**src/rtl/core/utf8_truncating_copy_top_assert.svh**
```systemverilog
// Assertion macros for the UTF-8 truncating copy block.
// Expects signals clk and rst_n in the scope of the module that uses them.
`ifndef UTF8_TRUNCATING_COPY_TOP_ASSERT_SVH
`define UTF8_TRUNCATING_COPY_TOP_ASSERT_SVH

// Same-cycle implication, disabled during reset
`define UTC_ASSERT_IMPLIES(lbl, ante, cons) \
    lbl: assert property (@(posedge clk) disable iff (!rst_n) (ante) |-> (cons)) \
        else $error("utf8 copy: assertion failed");

// Next-cycle implication, disabled during reset
`define UTC_ASSERT_NEXT(lbl, ante, cons) \
    lbl: assert property (@(posedge clk) disable iff (!rst_n) (ante) |=> (cons)) \
        else $error("utf8 copy: assertion failed");

`endif

```
**src/rtl/core/utc_pkg.sv**
```systemverilog
// Shared types, constants and the lead-byte decode for the UTF-8 truncating copy.
// No dependencies.
`default_nettype none

package utc_pkg;

    localparam int MAX_BUFFER = 4096;
    localparam int BUF_SIZE_W = 13;
    localparam int POS_W      = 12;
    localparam int BYTE_W     = 8;
    localparam int LEN_W      = 3;
    localparam int LEFT_W     = 2;

    localparam logic [BUF_SIZE_W-1:0] BUF_SIZE_RESET = BUF_SIZE_W'(MAX_BUFFER);

    // Configuration register indexes
    typedef enum logic [0:0] {
        CFG_BUFFER_SIZE  = 1'b0,
        CFG_START_OFFSET = 1'b1
    } cfg_index_t;

    // Run end status
    typedef enum logic [1:0] {
        STAT_COMPLETE  = 2'd0,
        STAT_TRUNCATED = 2'd1,
        STAT_INVALID   = 2'd2
    } status_t;

    // Size and offset after saturation and clamping
    typedef struct packed {
        logic [BUF_SIZE_W-1:0] run_size;
        logic [POS_W-1:0]      run_offset;
    } run_cfg_t;

    // Character length from its lead byte; zero for an invalid lead
    function automatic logic [LEN_W-1:0] utc_lead_length(input logic [BYTE_W-1:0] b);
        logic [LEN_W-1:0] len;
        if ((b & 8'h80) == 8'h00)
            len = 3'd1;
        else if ((b & 8'hE0) == 8'hC0)
            len = 3'd2;
        else if ((b & 8'hF0) == 8'hE0)
            len = 3'd3;
        else if ((b & 8'hF8) == 8'hF0)
            len = 3'd4;
        else
            len = 3'd0;
        return len;
    endfunction

endpackage

`default_nettype wire

```
**src/rtl/core/utc_in_if.sv**
```systemverilog
// Source byte stream channel: valid/ready handshake with byte and first flag.
// Depends on utc_pkg.
`default_nettype none

interface utc_in_if;
    logic                        valid;
    logic                        ready;
    logic [utc_pkg::BYTE_W-1:0]  src_byte;
    logic                        first;

    modport source (output valid, output src_byte, output first, input ready);
    modport sink   (input valid, input src_byte, input first, output ready);
endinterface

`default_nettype wire

```
**src/rtl/core/utc_out_if.sv**
```systemverilog
// Destination write channel: valid/ready handshake with byte, position and run status.
// Depends on utc_pkg.
`default_nettype none

interface utc_out_if;
    logic                        valid;
    logic                        ready;
    logic [utc_pkg::BYTE_W-1:0]  write_byte;
    logic [utc_pkg::POS_W-1:0]   write_pos;
    logic                        last;
    logic [1:0]                  status;
    logic [utc_pkg::POS_W-1:0]   total_length;

    modport source (output valid, output write_byte, output write_pos, output last,
                    output status, output total_length, input ready);
    modport sink   (input valid, input write_byte, input write_pos, input last,
                    input status, input total_length, output ready);
endinterface

`default_nettype wire

```
**src/rtl/core/utc_cfg_if.sv**
```systemverilog
// Configuration write channel: valid/ready handshake with register index and data.
// Depends on utc_pkg.
`default_nettype none

interface utc_cfg_if;
    logic                           valid;
    logic                           ready;
    utc_pkg::cfg_index_t            index;
    logic [utc_pkg::BUF_SIZE_W-1:0] data;

    modport source (output valid, output index, output data, input ready);
    modport sink   (input valid, input index, input data, output ready);
endinterface

`default_nettype wire

```
**src/rtl/core/utc_cfg_regs.sv**
```systemverilog
// Configuration registers with buffer size saturation and offset clamping.
// Depends on utc_pkg and utc_cfg_if.
`default_nettype none

module utc_cfg_regs (
    input  wire               clk,
    input  wire               rst_n,
    utc_cfg_if.sink           cfg,
    output utc_pkg::run_cfg_t run_cfg
);
    import utc_pkg::*;

    logic [BUF_SIZE_W-1:0] buffer_size_reg;
    logic [POS_W-1:0]      start_offset_reg;
    logic [BUF_SIZE_W-1:0] size_sat;
    logic [BUF_SIZE_W-1:0] size_m1;

    // Writes always accepted
    assign cfg.ready = 1'b1;

    // Register file
    always_ff @(posedge clk or negedge rst_n)
    begin
        if (!rst_n)
        begin
            buffer_size_reg  <= BUF_SIZE_RESET;
            start_offset_reg <= '0;
        end
        else if (cfg.valid)
        begin
            unique case (cfg.index)
                CFG_BUFFER_SIZE:  buffer_size_reg  <= cfg.data;
                CFG_START_OFFSET: start_offset_reg <= cfg.data[POS_W-1:0];
                default:          ;
            endcase
        end
    end

    // Saturate size to the max buffer, zero means one; clamp offset to size - 1
    always_comb
    begin
        if (buffer_size_reg > BUF_SIZE_W'(MAX_BUFFER))
            size_sat = BUF_SIZE_W'(MAX_BUFFER);
        else if (buffer_size_reg == '0)
            size_sat = BUF_SIZE_W'(1);
        else
            size_sat = buffer_size_reg;

        size_m1            = size_sat - BUF_SIZE_W'(1);
        run_cfg.run_size   = size_sat;
        if ({1'b0, start_offset_reg} > size_m1)
            run_cfg.run_offset = size_m1[POS_W-1:0];
        else
            run_cfg.run_offset = start_offset_reg;
    end

endmodule

`default_nettype wire

```
**src/rtl/core/utf8_truncating_copy_top.sv**
```systemverilog
// Top level of the UTF-8 whole-character bounded string copy.
// Depends on utc_pkg, utc_in_if, utc_out_if, utc_cfg_if, utc_cfg_regs and the assert header.
// The block takes one source byte per clock and gives at most one destination write per
// byte, in the cycle after the byte's transfer, through a single output register; src.ready
// stays high except while that register holds a write that dst has not yet taken, so the
// sustained rate is one byte per cycle. Register values take effect at the next byte that
// has first set. Each run ends with exactly one terminator write (last = 1) carrying the
// status and the resulting length; bytes after it are dropped until the next first byte.
`default_nettype none

`include "utf8_truncating_copy_top_assert.svh"

module utf8_truncating_copy_top (
    input  wire       clk,
    input  wire       rst_n,
    utc_in_if.sink    src,
    utc_out_if.source dst,
    utc_cfg_if.sink   cfg
);
    import utc_pkg::*;

    run_cfg_t run_cfg;

    // Run state
    logic [POS_W-1:0]      pos_reg,        pos_next;
    logic [LEFT_W-1:0]     left_reg,       left_next;
    logic                  fin_reg,        fin_next;
    logic [BUF_SIZE_W-1:0] run_size_reg,   run_size_next;
    logic [POS_W-1:0]      run_offset_reg, run_offset_next;

    // Output register
    logic                  out_valid_reg;
    logic [BYTE_W-1:0]     write_byte_reg, write_byte_next;
    logic [POS_W-1:0]      write_pos_reg,  write_pos_next;
    logic                  last_reg,       last_next;
    status_t               status_reg,     status_next;
    logic [POS_W-1:0]      total_length_reg, total_length_next;

    logic                  has_result;
    logic                  src_accept;
    logic [LEN_W-1:0]      len;
    logic [POS_W-1:0]      pos_base;
    logic [BUF_SIZE_W-1:0] fit_sum;

    utc_cfg_regs u_cfg_regs (
        .clk     (clk),
        .rst_n   (rst_n),
        .cfg     (cfg),
        .run_cfg (run_cfg)
    );

    assign src.ready  = !out_valid_reg || dst.ready;
    assign src_accept = src.valid && src.ready;

    // Position the byte lands at, before any update for this byte
    assign pos_base = src.first ? run_cfg.run_offset : pos_reg;
    assign len      = utc_lead_length(src.src_byte);
    assign fit_sum  = {1'b0, pos_base} + BUF_SIZE_W'(len);

    // Per-byte step: first byte reloads the run, then continuation, end or lead handling
    always_comb
    begin
        if (src.first)
        begin
            pos_next        = run_cfg.run_offset;
            left_next       = '0;
            fin_next        = 1'b0;
            run_size_next   = run_cfg.run_size;
            run_offset_next = run_cfg.run_offset;
        end
        else
        begin
            pos_next        = pos_reg;
            left_next       = left_reg;
            fin_next        = fin_reg;
            run_size_next   = run_size_reg;
            run_offset_next = run_offset_reg;
        end

        has_result        = 1'b0;
        write_byte_next   = src.src_byte;
        write_pos_next    = pos_next;
        last_next         = 1'b0;
        status_next       = STAT_COMPLETE;
        total_length_next = '0;

        if (!fin_next)
        begin
            has_result = 1'b1;
            if (src.src_byte == '0)
            begin
                // terminator, also ends a partial character
                write_byte_next   = '0;
                last_next         = 1'b1;
                total_length_next = pos_next;
                fin_next          = 1'b1;
                left_next         = '0;
            end
            else if (left_next != '0)
            begin
                // continuation byte, copied unchecked
                pos_next  = pos_next + POS_W'(1);
                left_next = left_next - LEFT_W'(1);
            end
            else if (len == '0)
            begin
                // invalid lead byte: terminate at the start offset
                write_byte_next   = '0;
                write_pos_next    = run_offset_next;
                last_next         = 1'b1;
                status_next       = STAT_INVALID;
                total_length_next = run_offset_next;
                fin_next          = 1'b1;
            end
            else if (fit_sum >= run_size_next)
            begin
                // character does not fit with the terminator
                write_byte_next   = '0;
                last_next         = 1'b1;
                status_next       = STAT_TRUNCATED;
                total_length_next = pos_next;
                fin_next          = 1'b1;
            end
            else
            begin
                pos_next  = pos_next + POS_W'(1);
                left_next = LEFT_W'(len - LEN_W'(1));
            end
        end
    end

    // Run state registers
    always_ff @(posedge clk or negedge rst_n)
    begin
        if (!rst_n)
        begin
            pos_reg        <= '0;
            left_reg       <= '0;
            fin_reg        <= 1'b1;
            run_size_reg   <= BUF_SIZE_RESET;
            run_offset_reg <= '0;
        end
        else if (src_accept)
        begin
            pos_reg        <= pos_next;
            left_reg       <= left_next;
            fin_reg        <= fin_next;
            run_size_reg   <= run_size_next;
            run_offset_reg <= run_offset_next;
        end
    end

    // Output valid
    always_ff @(posedge clk or negedge rst_n)
    begin
        if (!rst_n)
            out_valid_reg <= 1'b0;
        else if (src_accept)
            out_valid_reg <= has_result;
        else if (dst.ready)
            out_valid_reg <= 1'b0;
    end

    // Output payload
    always_ff @(posedge clk)
    begin
        if (src_accept && has_result)
        begin
            write_byte_reg   <= write_byte_next;
            write_pos_reg    <= write_pos_next;
            last_reg         <= last_next;
            status_reg       <= status_next;
            total_length_reg <= total_length_next;
        end
    end

    assign dst.valid        = out_valid_reg;
    assign dst.write_byte   = write_byte_reg;
    assign dst.write_pos    = write_pos_reg;
    assign dst.last         = last_reg;
    assign dst.status       = status_reg;
    assign dst.total_length = total_length_reg;

    // Checks
    `UTC_ASSERT_IMPLIES(a_term_fields, out_valid_reg && last_reg,
        write_byte_reg == '0 && total_length_reg == write_pos_reg)
    `UTC_ASSERT_IMPLIES(a_data_clean, out_valid_reg && !last_reg,
        status_reg == STAT_COMPLETE && total_length_reg == '0)
    `UTC_ASSERT_IMPLIES(a_idle_no_char, fin_reg, left_reg == '0)
    `UTC_ASSERT_IMPLIES(a_invalid_at_start,
        out_valid_reg && last_reg && status_reg == STAT_INVALID,
        write_pos_reg == run_offset_reg)
    `UTC_ASSERT_NEXT(a_first_at_offset, src_accept && src.first,
        out_valid_reg && write_pos_reg == run_offset_reg)

endmodule

`default_nettype wire
```
**src/flat_wrapper.sv**
```systemverilog
// flat-port wrapper written by rule: the top's interface ports become plain ports
module utf8_truncating_copy_top_flat import utc_pkg::*;
  (clk, rst_n, src_valid, src_src_byte, src_first, src_ready, dst_valid, dst_write_byte, dst_write_pos, dst_last, dst_status, dst_total_length, dst_ready, cfg_valid, cfg_index, cfg_data, cfg_ready);
  utc_in_if src_i ();
  utc_out_if dst_i ();
  utc_cfg_if cfg_i ();
  input  wire clk;
  input  wire rst_n;
  input wire logic [$bits(src_i.valid)-1:0] src_valid;
  input wire logic [$bits(src_i.src_byte)-1:0] src_src_byte;
  input wire logic [$bits(src_i.first)-1:0] src_first;
  output wire logic [$bits(src_i.ready)-1:0] src_ready;
  output wire logic [$bits(dst_i.valid)-1:0] dst_valid;
  output wire logic [$bits(dst_i.write_byte)-1:0] dst_write_byte;
  output wire logic [$bits(dst_i.write_pos)-1:0] dst_write_pos;
  output wire logic [$bits(dst_i.last)-1:0] dst_last;
  output wire logic [$bits(dst_i.status)-1:0] dst_status;
  output wire logic [$bits(dst_i.total_length)-1:0] dst_total_length;
  input wire logic [$bits(dst_i.ready)-1:0] dst_ready;
  input wire logic [$bits(cfg_i.valid)-1:0] cfg_valid;
  input wire logic [$bits(cfg_i.index)-1:0] cfg_index;
  input wire logic [$bits(cfg_i.data)-1:0] cfg_data;
  output wire logic [$bits(cfg_i.ready)-1:0] cfg_ready;
  assign src_i.valid = src_valid;
  assign src_i.src_byte = src_src_byte;
  assign src_i.first = src_first;
  assign src_ready = src_i.ready;
  assign dst_valid = dst_i.valid;
  assign dst_write_byte = dst_i.write_byte;
  assign dst_write_pos = dst_i.write_pos;
  assign dst_last = dst_i.last;
  assign dst_status = dst_i.status;
  assign dst_total_length = dst_i.total_length;
  assign dst_i.ready = dst_ready;
  assign cfg_i.valid = cfg_valid;
  assign cfg_i.index = cfg_index;
  assign cfg_i.data = cfg_data;
  assign cfg_ready = cfg_i.ready;
  utf8_truncating_copy_top u_core (.clk(clk), .rst_n(rst_n), .src(src_i), .dst(dst_i), .cfg(cfg_i));
endmodule
```
**config.mk**
```make
export PLATFORM = sky130hd
export DESIGN_NAME = utf8_truncating_copy_top_flat
export DESIGN_NICKNAME = d
export VERILOG_FILES = /design/src/rtl/core/utc_pkg.sv /design/src/rtl/core/utc_in_if.sv /design/src/rtl/core/utc_out_if.sv /design/src/rtl/core/utc_cfg_if.sv /design/src/rtl/core/utc_cfg_regs.sv /design/src/rtl/core/utf8_truncating_copy_top.sv /design/src/flat_wrapper.sv
export VERILOG_INCLUDE_DIRS = /design/src /design/src/rtl/core
export SDC_FILE = /design/constraint.sdc
export NUM_CORES = 1
export LEC_CHECK = 0
export ABC_AREA = 1
export BUFFER_PORTS_ARGS = -buffer_cell sky130_fd_sc_hd__buf_4
export CAP_MARGIN = 20
export CELL_PAD_IN_SITES_DETAIL_PLACEMENT = 1
export CELL_PAD_IN_SITES_GLOBAL_PLACEMENT = 2
export CORE_MARGIN = 2
export CORE_UTILIZATION = 39
export CTS_CLUSTER_SIZE = 28
export DETAILED_ROUTE_END_ITERATION = 10
export GPL_ROUTABILITY_DRIVEN = 0
export HOLD_SLACK_MARGIN = 0.1
export PLACE_DENSITY_LB_ADDON = 0.1
export SETUP_SLACK_MARGIN = 0.5
export SYNTH_ARGS = -nofsm -noshare
export SYNTH_HDL_FRONTEND = slang
export SYNTH_HIERARCHICAL = 1
export SYNTH_SLANG_ARGS = --single-unit
```
**constraint.sdc**
```tcl
create_clock -name clk -period 12.83 [get_ports clk]
set_input_delay 1.283 -clock clk [delete_from_list [all_inputs] [get_ports clk]]
set_output_delay 1.283 -clock clk [all_outputs]
set_load 0.02 [all_outputs]
```
==> results by group <==
Run status
  • Status: complete, no violations

Power
  • Peak VDD IR: 0.0000872 V
  • Leak: 0.00373 uW
  • Power per cell area: ~180 nW/um2

Layout
  • Commonest non-fill, non-tap cell in the layout: nand2_1
  • Area grow syn2layout: 13.6%
  • Fin cells: 1091
  • Final #Nets: 927
  • # fillers: just over 2000
  • Antenna diode count: 0
  • Most frequent cells in the layout: nand2_1 (216), inv_1 (107), o21ai_0 (79)
  • Layout cells sized above 1: 18.0%

Clock network
  • H-tree depth: 3
  • Hold Buf Count CTS: 0
  • Root buffer cell: clkbuf_16
  • CTS tree: built
  • Sink Count: between 100 and 150
  • Clock transition at the registers of the reported paths: roughly 80 ps
  • Clock tree buffer depth: 2
  • Post-CTS Setup Bufs: 0
  • Worst skew pair latency: ~360 ps
  • Post-cts resize count: 0
  • Num CTS Buffers: 9

Global route
  • Initial antenna violation count: 0
  • Total grt overflow: 0
  • GRT Resource Usage Total: 22.0%
  • First-pass GRT wire length: between 30 and 40 mm
  • Largest net degree at the start of global routing: between 60 and 70
  • Vias in the first global route: 5654

Setup path
  • Crit Path Category: flop to flop
  • WP data required: around 13000 ps
  • Reg2reg path depth: between 40 and 50
  • Worst path most repeated cell: nand2_1
  • CP arrival: between 7000 and 8000 ps
  • FF-to-FF End: u_core/dst.total_length[6]$_SDFFCE_PP0P_
  • CP Max Fanout: 17
  • R2r setup slk: around 5400 ps
  • Startpoint Class: flop
  • CP peak stage delay: slightly above 700 ps
  • Crit. End Element: flop
  • Slowest CP cell: o21ai_1
  • Worst r2r src: u_core/u_cfg_regs/buffer_size_reg[4]$_DFFE_PN0P_

Route
  • Vias per cell: ~5.0
  • Routed WL: roughly 19 mm
  • First-pass iteration count of the detailed router: 5
  • Initial drt markers: about 200
  • Vias: 5509
  • DRC: 0
  • WL/cell: 17.4 um
  • Post-DRT Antenna Nets: 0

Floorplan
  • DIE WIDTH: about 130 um
  • Core ar.: 16500 um2
  • Die Y-Extent: 134 um
  • IO Pins: 66
  • Total Die Area: between 15000 and 20000 um2
  • FP Rows: between 40 and 50
  • Initial Util: between 30% and 40%

STA
  • Clock Skews: about 11 ps
  • Setup TNS: 0 ps
  • Final hold violation count: 0
  • Unrepaired setup endpoints after global routing: false
  • Final worst-path cycle share: between 50 and 60%
  • Slew headroom: between 30% and 40%
  • FMAX: approximately 130 MHz
  • Tmin final: about 7400 ps
  • Slew @ Worst Pin: 905 ps
  • Final Max Tran Viols: 0
  • Endpoints failing setup: 0

Yosys
  • Register area share after synthesis: around two fifths
  • Syn nets: 877
  • Post-synthesis xor/xnor area fraction: under 10%
  • Mux contribution to synthesized area: between 1.5 and 2%
  • Ys Warns: 6
  • Simple-gate share of the synthesized area: ~28%
  • Compound-Gate Fraction of Synth Area: roughly 11%
  • Post-synthesis cell type count: 50
  • Seq cells post-synth: slightly above 100
  • Post-Synth Adder-Cell Area: around 6.4%
  • Syn Inst Count: between 800 and 900
  • Post-synth EDFFs: 35
  • Mean Syn Cell Area: about 8.1 um2
  • Synthesized area: around 6600 um2
  • Asr flop ratio synth: ~65%
  • Largest family of logic cells by synthesized area: simple AND/OR/NAND/NOR gates
  • Most common flop cell mapped by yosys: dfrtp_1

Place
  • Detailed Place HPWL: between 10 and 15 mm
  • Port bufs: 64
  • Placed Cells: 1075

Min path
  • Class of the worst hold path: flop to flop
  • Hold EP: u_core/pos_reg[4]$_DFFE_PN0P_
  • Hold depth: 2
  • HP Start: u_core/pos_reg[4]$_DFFE_PN0P_

Run
  • Max Cap Violations: 0
cells by family after synthesis:
group                    Yosys count
AND/OR/NAND/NOR                  376
buffers and inverters            146
AO/OA/AOI/OAI                    130
flip-flops                       101
adder cells (fa/ha/maj)           33
XOR/XNOR                          17
multiplexers                      12
other                              1
critical path, delay by kind of cell, from the launching register on:
family	cells	cell delay (ps)
and+or+nand+nor	24	2850
buffers and inverters	4	300
adders and majority gates	5	1490
AOI/OAI and AO/OA	6	1730
DFF	1	480
xor gates and xnor gates	2	390
layout make-up:
type	count	area [um2]	area share [%]
Clock inverter	7	68.8	0.922
Tap cell	220	275	3.69
Sequential cell	101	2710	36.3
Timing Repair Buffer	66	495	6.64
Inverter	119	454	6.08
Clock buffer	9	225	3.02
Multi-Input combinational cell	569	3240	43.4
worst max path at each step:
stage | startpoint | end | slack, ps | depth (start not counted)
3_3_place_gp | u_core/u_cfg_regs/buffer_size_reg[4]$_DFFE_PN0P_ | u_core/dst.total_length[6]$_SDFFCE_PP0P_ | 5720 | 42
6_report | u_core/u_cfg_regs/buffer_size_reg[4]$_DFFE_PN0P_ | u_core/dst.total_length[6]$_SDFFCE_PP0P_ | 5410 | 41
4_1_cts | u_core/u_cfg_regs/buffer_size_reg[4]$_DFFE_PN0P_ | u_core/dst.total_length[6]$_SDFFCE_PP0P_ | 5400 | 41
5_1_grt | u_core/u_cfg_regs/buffer_size_reg[4]$_DFFE_PN0P_ | u_core/dst.total_length[5]$_SDFFCE_PP0P_ | 4640 | 41
3_5_place_dp | u_core/u_cfg_regs/buffer_size_reg[4]$_DFFE_PN0P_ | u_core/dst.total_length[6]$_SDFFCE_PP0P_ | 5440 | 41
2_1_floorplan | u_core/u_cfg_regs/buffer_size_reg[6]$_DFFE_PN0P_ | u_core/dst.total_length[0]$_SDFFCE_PP0P_ | 6940 | 46
where the power goes:
group,leakage [uW],internal (uW),switching (uW)
registers,0.00117,423,37.7
clock network,0.000137,137,139
logic,0.00242,184,395
synth_stat cells, drive strengths merged (2+ instances only):
master | number | area [um2]
dfrtp | 63 | 1580
nand2 | 245 | 1050
dfstp | 3 | 78.8
clkbuf | 13 | 48.8
xor2 | 17 | 149
nor3 | 5 | 30.0
nand3 | 57 | 328
nand4 | 9 | 56.3
nor2 | 55 | 302
o22ai | 2 | 12.5
inv | 117 | 447
ha | 32 | 400
a21oi | 22 | 133
edfxtp | 35 | 1050
clkinv | 2 | 7.51
o21ai | 99 | 533
mux2i | 12 | 120
o211ai | 2 | 15.0
buf | 14 | 129
metrics by stage:
step	hold WS, ps	worst slack (ps)	instance area [um2]	utilization [%]	power [uW]
floorplan	449	6940	6570	-	866
global placement	464	5720	7170	43.4	1030
detailed placement	470	5440	7170	43.4	1050
CTS	491	5400	7460	45.2	1330
global route	511	4640	7460	45.2	1410
finish	490	5410	7460	45.2	1320
routing by layer:
layer  vias to the layer above  wire length (um)  track usage [%]
met5                         -                 0                0
met3                        28               745             2.68
met1                      2627              8330             27.7
met2                       127              9450             38.9
li1                       2727                 -                -
met4                         0               435             7.98
(Power assumes the default switching activity.)
